`src/hdl/rdm_disc_pkg.sv`:
```
// ----------------------------------------------------------------------------
// RDM discovery reply decoder package
// Shared types and constants for the discovery-branch reply decoder.
// ----------------------------------------------------------------------------
`default_nettype none

package rdm_disc_pkg;

    localparam logic [7:0] PREAMBLE_BYTE  = 8'hFE;
    localparam logic [7:0] SEPARATOR_BYTE = 8'hAA;
    localparam logic [7:0] LOW_MASK       = 8'h55;
    localparam logic [7:0] HIGH_MASK      = 8'hAA;

    localparam int UID_W       = 48;
    localparam int COUNT_W     = 4;
    localparam logic [COUNT_W-1:0] ENCODED_BYTES = 4'd12;

    typedef enum logic [1:0] {
        ST_NONE      = 2'd0,
        ST_COLLISION = 2'd1,
        ST_FOUND     = 2'd2
    } status_t;

    typedef enum logic {
        PH_PREAMBLE = 1'b0,
        PH_DATA     = 1'b1
    } phase_t;

    // one received item as held in the input register
    typedef struct packed {
        logic [7:0] byte_value;
        logic       last_of_frame;
        logic       frame_empty;
    } item_t;

    // one decode result
    typedef struct packed {
        status_t          status;
        logic [UID_W-1:0] found_uid;
    } result_t;

endpackage

`default_nettype wire

```
`src/hdl/rdm_disc_in_stage.sv`:
```
// ----------------------------------------------------------------------------
// RDM discovery input register
// Registers one request from the input channel; stalls while it cannot move on.
// ----------------------------------------------------------------------------
`default_nettype none

module rdm_disc_in_stage (
    input  wire logic                clk,
    input  wire logic                rst_n,
    input  wire logic                in_valid,
    output logic                     in_stall,
    input  wire rdm_disc_pkg::item_t in_item,
    input  wire logic                advance,
    output logic                     held_valid,
    output rdm_disc_pkg::item_t      held_item
);
    import rdm_disc_pkg::*;

    logic  valid_reg;
    logic  valid_next;
    item_t item_reg;

    // stall only while a held request cannot advance
    assign in_stall = valid_reg && !advance;

    always_comb
    begin
        valid_next = valid_reg;
        if (!in_stall)
        begin
            valid_next = in_valid;
        end
    end

    always_ff @(posedge clk or negedge rst_n)
    begin
        if (!rst_n)
        begin
            valid_reg <= 1'b0;
        end
        else
        begin
            valid_reg <= valid_next;
        end
    end

    // payload capture
    always_ff @(posedge clk)
    begin
        if (in_valid && !in_stall)
        begin
            item_reg <= in_item;
        end
    end

    assign held_valid = valid_reg;
    assign held_item  = item_reg;

endmodule

`default_nettype wire

```
`src/hdl/rdm_disc_decode.sv`:
```
// ----------------------------------------------------------------------------
// RDM discovery frame decoder
// Tracks preamble/data phase, pairs data bytes into UID bytes, forms result.
// ----------------------------------------------------------------------------
`default_nettype none

module rdm_disc_decode (
    input  wire logic                clk,
    input  wire logic                rst_n,
    input  wire rdm_disc_pkg::item_t item,
    input  wire logic                step,
    output logic                     res_produce,
    output rdm_disc_pkg::result_t    res
);
    import rdm_disc_pkg::*;

    phase_t             phase_reg;
    phase_t             phase_next;
    logic [COUNT_W-1:0] count_reg;
    logic [COUNT_W-1:0] count_next;
    logic [7:0]         pair_reg;
    logic [7:0]         pair_next;
    logic [UID_W-1:0]   uid_reg;
    logic [UID_W-1:0]   uid_next;
    logic               take;
    logic [7:0]         dec_byte;

    assign res_produce = item.last_of_frame || item.frame_empty;
    assign dec_byte    = (pair_reg & LOW_MASK) | (item.byte_value & HIGH_MASK);

    // per-byte state update
    always_comb
    begin
        phase_next = phase_reg;
        count_next = count_reg;
        pair_next  = pair_reg;
        uid_next   = uid_reg;
        take       = 1'b0;
        if (phase_reg == PH_PREAMBLE)
        begin
            if (item.byte_value != PREAMBLE_BYTE)
            begin
                phase_next = PH_DATA;
                take       = (item.byte_value != SEPARATOR_BYTE);
            end
        end
        else
        begin
            take = 1'b1;
        end
        if (take && (count_reg < ENCODED_BYTES))
        begin
            if (!count_reg[0])
            begin
                pair_next = item.byte_value;
            end
            else
            begin
                uid_next = {uid_reg[UID_W-9:0], dec_byte};
            end
            count_next = count_reg + COUNT_W'(1);
        end
    end

    // result from the updated count
    always_comb
    begin
        res.status    = ST_NONE;
        res.found_uid = '0;
        if (!item.frame_empty)
        begin
            if (count_next == '0)
            begin
                res.status = ST_NONE;
            end
            else if (count_next < ENCODED_BYTES)
            begin
                res.status = ST_COLLISION;
            end
            else
            begin
                res.status    = ST_FOUND;
                res.found_uid = uid_next;
            end
        end
    end

    // state registers; cleared after every frame
    always_ff @(posedge clk or negedge rst_n)
    begin
        if (!rst_n)
        begin
            phase_reg <= PH_PREAMBLE;
            count_reg <= '0;
            pair_reg  <= '0;
            uid_reg   <= '0;
        end
        else if (step)
        begin
            if (res_produce)
            begin
                phase_reg <= PH_PREAMBLE;
                count_reg <= '0;
                pair_reg  <= '0;
                uid_reg   <= '0;
            end
            else
            begin
                phase_reg <= phase_next;
                count_reg <= count_next;
                pair_reg  <= pair_next;
                uid_reg   <= uid_next;
            end
        end
    end

endmodule

`default_nettype wire

```
`src/hdl/rdm_disc_out_stage.sv`:
```
// ----------------------------------------------------------------------------
// RDM discovery result register
// Holds one result until the output channel takes it.
// ----------------------------------------------------------------------------
`default_nettype none

module rdm_disc_out_stage (
    input  wire logic                  clk,
    input  wire logic                  rst_n,
    input  wire logic                  load,
    input  wire rdm_disc_pkg::result_t res_in,
    output logic                       free,
    output logic                       out_valid,
    input  wire logic                  out_stall,
    output rdm_disc_pkg::result_t      res_out
);
    import rdm_disc_pkg::*;

    logic    valid_reg;
    logic    valid_next;
    result_t res_reg;

    // register can take a new result when empty or being drained
    assign free = !valid_reg || !out_stall;

    always_comb
    begin
        valid_next = valid_reg;
        if (load)
        begin
            valid_next = 1'b1;
        end
        else if (valid_reg && !out_stall)
        begin
            valid_next = 1'b0;
        end
    end

    always_ff @(posedge clk or negedge rst_n)
    begin
        if (!rst_n)
        begin
            valid_reg <= 1'b0;
        end
        else
        begin
            valid_reg <= valid_next;
        end
    end

    always_ff @(posedge clk)
    begin
        if (load)
        begin
            res_reg <= res_in;
        end
    end

    assign out_valid = valid_reg;
    assign res_out   = res_reg;

endmodule

`default_nettype wire

```
`src/hdl/rdm_discovery_response_decoder.sv`:
```
// Path: a request enters the input register; its frame result enters the result register.
// Throughput: one byte request per cycle while results are not held up by out_stall,
// set by the single-pass decode between the input register and the result register.
// Reset: asynchronous active-low rst_n clears both valid flags and returns the
// frame state to preamble with zero count and UID.
// ----------------------------------------------------------------------------
// RDM discovery response decoder
// Decodes a discovery-branch reply, one byte per request, into a UID status.
// ----------------------------------------------------------------------------
`default_nettype none

module rdm_discovery_response_decoder (
    input  wire logic        clk,
    input  wire logic        rst_n,
    input  wire logic        in_valid,
    output logic             in_stall,
    input  wire logic [7:0]  byte_value,
    input  wire logic        last_of_frame,
    input  wire logic        frame_empty,
    output logic             out_valid,
    input  wire logic        out_stall,
    output logic [1:0]       status,
    output logic [47:0]      found_uid
);
    import rdm_disc_pkg::*;

    item_t   in_item;
    item_t   held_item;
    logic    held_valid;
    logic    advance;
    logic    res_produce;
    logic    out_free;
    result_t dec_res;
    result_t out_res;

    assign in_item.byte_value    = byte_value;
    assign in_item.last_of_frame = last_of_frame;
    assign in_item.frame_empty   = frame_empty;

    // held request moves on unless its result has nowhere to go
    assign advance = held_valid && (!res_produce || out_free);

    rdm_disc_in_stage u_in (
        .clk        (clk),
        .rst_n      (rst_n),
        .in_valid   (in_valid),
        .in_stall   (in_stall),
        .in_item    (in_item),
        .advance    (advance),
        .held_valid (held_valid),
        .held_item  (held_item)
    );

    rdm_disc_decode u_dec (
        .clk         (clk),
        .rst_n       (rst_n),
        .item        (held_item),
        .step        (advance),
        .res_produce (res_produce),
        .res         (dec_res)
    );

    rdm_disc_out_stage u_out (
        .clk       (clk),
        .rst_n     (rst_n),
        .load      (advance && res_produce),
        .res_in    (dec_res),
        .free      (out_free),
        .out_valid (out_valid),
        .out_stall (out_stall),
        .res_out   (out_res)
    );

    assign status    = out_res.status;
    assign found_uid = out_res.found_uid;

endmodule

`default_nettype wire

```
`config.mk`:
```
export PLATFORM = sky130hd
export DESIGN_NAME = rdm_discovery_response_decoder
export DESIGN_NICKNAME = d
export VERILOG_FILES = /design/src/hdl/rdm_disc_pkg.sv /design/src/hdl/rdm_disc_in_stage.sv /design/src/hdl/rdm_disc_decode.sv /design/src/hdl/rdm_disc_out_stage.sv /design/src/hdl/rdm_discovery_response_decoder.sv
export SDC_FILE = /design/constraint.sdc
export NUM_CORES = 1
export LEC_CHECK = 0
export BUFFER_PORTS_ARGS = -buffer_cell sky130_fd_sc_hd__buf_2
export CAP_MARGIN = 20
export CORE_UTILIZATION = 35
export CTS_CLUSTER_SIZE = 8
export DETAILED_ROUTE_END_ITERATION = 6
export PLACE_DENSITY = 0.56
export REMOVE_ABC_BUFFERS = 1
export SYNTH_ARGS = -nofsm -noshare
export SYNTH_HDL_FRONTEND = slang
export SYNTH_SLANG_ARGS = --single-unit
```
`constraint.sdc`:
```
create_clock -name clk -period 3 [get_ports clk]
set_input_delay 0.15 -clock clk [delete_from_list [all_inputs] [get_ports clk]]
set_output_delay 0.15 -clock clk [all_outputs]
set_load 0.02 [all_outputs]
```
Word-level counts from Yosys, hierarchy flattened:

Cells that the tools add are included.

* reduce and logical (&&, ||, !) cells: 20
* bitwise gates (word level): 1
* multipliers: 0
* shift-type cells: 0
* equality and inequality tests: 3
* $add $sub $neg: 1
* div/mod/pow operators: 0
* mux-type cells: 16
* magnitude comparators: 2

Operators by type and width (count)
* $mux 48: 3
* $mux 7: 3
* $ne 8x8->1 const B: 2
* $lt 4x4->1 const B: 2
* $mux 4: 2
* $or 7x8->8: 1
* $mux 1: 7
* $logic_and 1x1->1: 6
* $logic_not 1->1: 5
* $add 4x1->4 const B: 1
* $logic_not 4->1: 1
* $reduce_bool 2->1: 2
* $logic_or 1x1->1: 3
* $reduce_and 3->1: 1
* $reduce_or 3->1: 1
* $mux 2: 1
* $ne 2x2->1 const B: 1
* $reduce_or 2->1: 1

* memories: 0
* output and inout port bits: 52
* input port bits: 14
* latch bits: 0
* bits in writable memories: 0
* memory bits (read-only): 0
* word-level logic and storage cells: 54
* flip-flop bits (word level): 122

Depth between registers and ports, before layout:

* depth in word-level cells: 8
* depth in mapped cells: 8

By module:

Synthesis repeated with hierarchy kept, for this count alone.

* cell total of the unflattened synthesis: 525
* area total of the unflattened synthesis: 5564.1 um^2

By module, submodules not included
* rdm_disc_decode: seq. area each 1426.4 um^2, instances 1, area each 3649.8 um^2, cells an instance 454
* rdm_disc_out_stage: seq. area each 1526.5 um^2, instances 1, area each 1537.7 um^2, cells an instance 53
* rdm_disc_in_stage: seq. area each 325.3 um^2, instances 1, area each 357.8 um^2, cells an instance 15
* rdm_discovery_response_decoder: seq. area each 0.0 um^2, instances 1, area each 18.8 um^2, cells an instance 3

Least setup slack after synthesis:

Ideal clock, no wire load.

* path kind: reg-to-reg
* start: register u_in.item_reg (netlist bit u_in.held_item[0])
* end: register u_out.res_reg (netlist bit u_out.res_out[0]) (enable)
* slack: 0.667 ns
* period minus slack after synthesis: 2.333 ns
* data arrival time: 1.928 ns
* data required time: 2.594 ns
* setup time: 0.406 ns
* path buffers: 1
* cell stages (with the launch flop): 5
* cells stage by stage: edfxtp_1 clkbuf_1 nor2_1 nand3b_1 inv_1

* word-level cells in the longest chain between the ends: 5

Ends and longest elaborated chain
* start: declaration: RTL line rdm_disc_in_stage.sv:21 `item_t item_reg;`
* start signal: assignment: RTL line rdm_disc_in_stage.sv:52 `item_reg <= in_item;`
* $logic_or 1x1->1 (*): RTL line rdm_disc_decode.sv:28 `assign res_produce = item.last_of_frame || item.frame_empty;`
* $logic_not 1->1: RTL line rdm_discovery_response_decoder.sv:41 `assign advance = held_valid && (!res_produce || out_free);`
* $logic_or 1x1->1: RTL line rdm_discovery_response_decoder.sv:41
* $logic_and 1x1->1: RTL line rdm_discovery_response_decoder.sv:41
* $logic_and 1x1->1 (*): RTL line rdm_discovery_response_decoder.sv:66 `.load (advance && res_produce),`
* named net u_out.load: RTL line rdm_disc_out_stage.sv:10 `input wire logic load,`
* end signal: assignment: RTL line rdm_disc_out_stage.sv:55 `res_reg <= res_in;`
* end: declaration: RTL line rdm_disc_out_stage.sv:21 `result_t res_reg;`

The timed path passes the listed nets; every way through them passes the cells marked *.
A chain may end at the register's enable or synchronous reset.

Worst setup path in the final report:

* start: register u_in.item_reg (netlist bit u_in.held_item[6])
* end: register u_out.res_reg (netlist bit u_out.res_out[8]) (data pin)

* word-level cells in the longest chain between the ends: 7
* elaborated cells on any way between the ends: 10

Ends and longest elaborated chain
* $ne 8x8->1, on equally long branches: RTL line rdm_disc_decode.sv:44, rdm_disc_decode.sv:41
* $mux 1 (*): RTL line rdm_disc_decode.sv:41 `if (item.byte_value != PREAMBLE_BYTE)`
* $mux 1 (*): RTL line rdm_disc_decode.sv:39 `if (phase_reg == PH_PREAMBLE)`
* $logic_and 1x1->1 (*): RTL line rdm_disc_decode.sv:51 `if (take && (count_reg < ENCODED_BYTES))`
* $mux 4: RTL line rdm_disc_decode.sv:51
* $lt 4x4->1 / $logic_not 4->1 (equally long branches): RTL line rdm_disc_decode.sv:76, rdm_disc_decode.sv:72
* $reduce_or 3->1 (no source line)

Mark *: on every way between the ends. The rest lies on a longest branch, timed or not.

==> qor.yml <==
outcome: "complete, no violations"
rows: 46
syn-instance-count: 527
crit_arrival_ns: 2.65
synth-seq-area-share: 0.578
die_y_um: 129
synth_seq_cells: 119
grt_pass1_wl_um: 23500
clk_pin_slew_worst_paths_ns: 0.05
drv_slew: 0
r2r_cells: 5
drt_first_iter_violations: 535
finalNetCount: 592
yosysWarnings: 0
fin_crit_ns: 2.46
n_antenna_cell: 0
relSlewSlack: 0.344
first_global_vias: 4455
crit_start: "u_in.held_item[6]$_DFFE_PP_"
cp.required_ns: 3.20
initial_core_util: 0.358
drt-total-wl_um: 14400
filler_cell_count: 1453
post_cts_resized: 0
max_freq_mhz: 407
post-route-period-util: 0.819
cts_made_buffers: 17
viasPerCell: 5.82
root_buffer: "clkbuf_16"
core-area_mm2: 0.0158
r2r_slack_ns: 0.54
worst_slew_pin_slew_ns: 0.984
p_total_mw: 4.70
grt_overflow_total: 0
syn_avg_cell_area_um2: 10.8
die_w_um: 129
clock_latency_ns: 0.42
p_leak_nw: 2.53
power.density_mw_per_mm2: 682
wire_per_inst_um: 17.9
die-area_mm2: 0.0167
clock-sinks: 119
final_common_cell: "buf_2"
finalSetupViolations: 0
num_vias: 4692
grt_usage: 0.183
syn_to_final_growth_pct: 21.5
final_antenna_net_count: 0
timing.rr.start: "u_in.held_item[6]$_DFFE_PP_"
timing.rr.end: "u_out.res_out[8]$_SDFFCE_PP0P_"
dpl.hpwl_um: 7700
firstDrtPassIters: 5
drv_cap: 0
hold_violations: 0
h-tree-depth: 4
clockBufferDepth: 2
cts_tree: "built"
fin_skew_ns: 0.00952
fin_worst_hold_slack_ns: 0.0727
crit_path_end: "u_out.res_out[8]$_SDFFCE_PP0P_"
ir_worst_vdd_mv: 0.450
final_cell_mix: "65 x buf_2, 60 x edfxtp_1, 59 x dfrtp_1, 55 x nand2_1, 52 x nand3_1"
drive_gt1_frac: 0.192
port_buffers: 65
drc: 0
io_pins: 66
rsz0062_at_grt: "false"
critical_path.startpoint_type: "register"
design_area_mm2: 0.00690
path_class: "reg2reg"
place_area_mm2: 0.00619
synth_cell_type_count: 37
gp_congestion: 0.781
netlist_area_mm2: 0.00567
largest_reg_flops: 50
endpoint_kind: "register"
grt_max_degree: 54
postCtsHoldBufs: 12
critPathMaxFanout: 53
antenna_found_initial: 0
hp-class: "in2reg"
postCtsSetupRepairBufs: 0
[metrics by stage]
step                instances  utilization  setup WS, ns  setup TNS [ns]
detailed placement        762        0.391         0.554               0
CTS                       806        0.436         0.546               0
global route              806        0.436         0.415               0
finish                    806        0.436         0.543               0
floorplan                 467            -         -1.53         -134.54
global placement          762        0.391         0.623               0
[worst min-delay path by stage]
| stage | startpoint | endpoint | slack [ns] | cells past startpoint |
|---|---|---|---|---|
| 4_1_cts | out_stall | u_out.out_valid$_DFFE_PN0P_ | 0.06 | 3 |
| 2_1_floorplan | rst_n | u_dec.count_reg[0]$_DFFE_PN0P_ | -0.15 | 0 |
| 5_1_grt | out_stall | u_out.out_valid$_DFFE_PN0P_ | 0.11 | 3 |
| 3_3_place_gp | rst_n | u_dec.uid_reg[47]$_DFFE_PN0P_ | 0.13 | 1 |
| 6_report | out_stall | u_out.out_valid$_DFFE_PN0P_ | 0.07 | 3 |
| 3_5_place_dp | rst_n | u_dec.uid_reg[47]$_DFFE_PN0P_ | 0.13 | 1 |
[layout make-up]
| cell class | count | area, um2 | share of cell area |
|---|---|---|---|
| multi-input combinational | 345 | 2170 | 0.314 |
| timing repair buffer | 91 | 588 | 0.0853 |
| clock inverter | 10 | 128 | 0.0185 |
| tap | 216 | 270 | 0.0392 |
| sequential | 119 | 3280 | 0.475 |
| clock buffer | 22 | 454 | 0.0659 |
| inverter | 3 | 11.3 | 0.00163 |
[cells by family (layout without fill, tap and decap cells)]
family / after synthesis / after routing / synth area share
AND/OR/NAND/NOR: 127 / 127 / 0.106
flip-flops: 119 / 119 / 0.578
AO/OA/AOI/OAI: 217 / 217 / 0.268
adder cells (fa/ha/maj): 1 / 1 / 0.00221
buffers and inverters: 63 / 126 / 0.0461
[power breakdown]
group          leakage, nW  internal (mW)  total, mW  switching [mW]
sequential            1.40           1.82       1.91          0.0814
combinational        0.844          0.195      0.767           0.572
clock                0.281           1.32       2.03           0.713
total                 2.53           3.33       4.70            1.37
[worst max-delay path: stages (launching register included)]
cell       delay [ns]
edfxtp_1         0.42
or3_4            0.42
a2111oi_4        0.30
buf_4            0.52
o21ai_0          0.18
a211oi_1         0.38
[cell usage after synthesis (all sizes together)]
master | n | share of area
a2111o | 1 | 0.0020
a2111oi | 1 | 0.0049
a211oi | 48 | 0.064
a21boi | 1 | 0.0013
a21oi | 52 | 0.046
a221o | 48 | 0.085
a31oi | 3 | 0.0033
a32o | 4 | 0.0071
and2 | 4 | 0.0044
and3 | 2 | 0.0022
buf | 9 | 0.010
clkbuf | 51 | 0.034
dfrtp | 59 | 0.26
edfxtp | 60 | 0.32
ha | 1 | 0.0022
inv | 3 | 0.0020
nand2 | 55 | 0.036
nand2b | 1 | 0.0011
nand3 | 52 | 0.046
nand3b | 1 | 0.0013
nand4 | 1 | 0.0011
nor2 | 4 | 0.0026
nor2b | 1 | 0.0011
nor3b | 3 | 0.0049
o2111ai | 1 | 0.0015
o21a | 1 | 0.0013
o21ai | 52 | 0.046
o22ai | 1 | 0.0011
o311ai | 1 | 0.0015
o31ai | 2 | 0.0026
o41ai | 1 | 0.0015
or3 | 1 | 0.0020
or4 | 2 | 0.0026
[per-layer routing]
metal  wire length (um)  track usage
met5                  0            0
met3                959       0.0495
met4                280       0.0775
met2               6570        0.270
met1               6620        0.253
No activity file was read; power rests on OpenSTA's default activity.
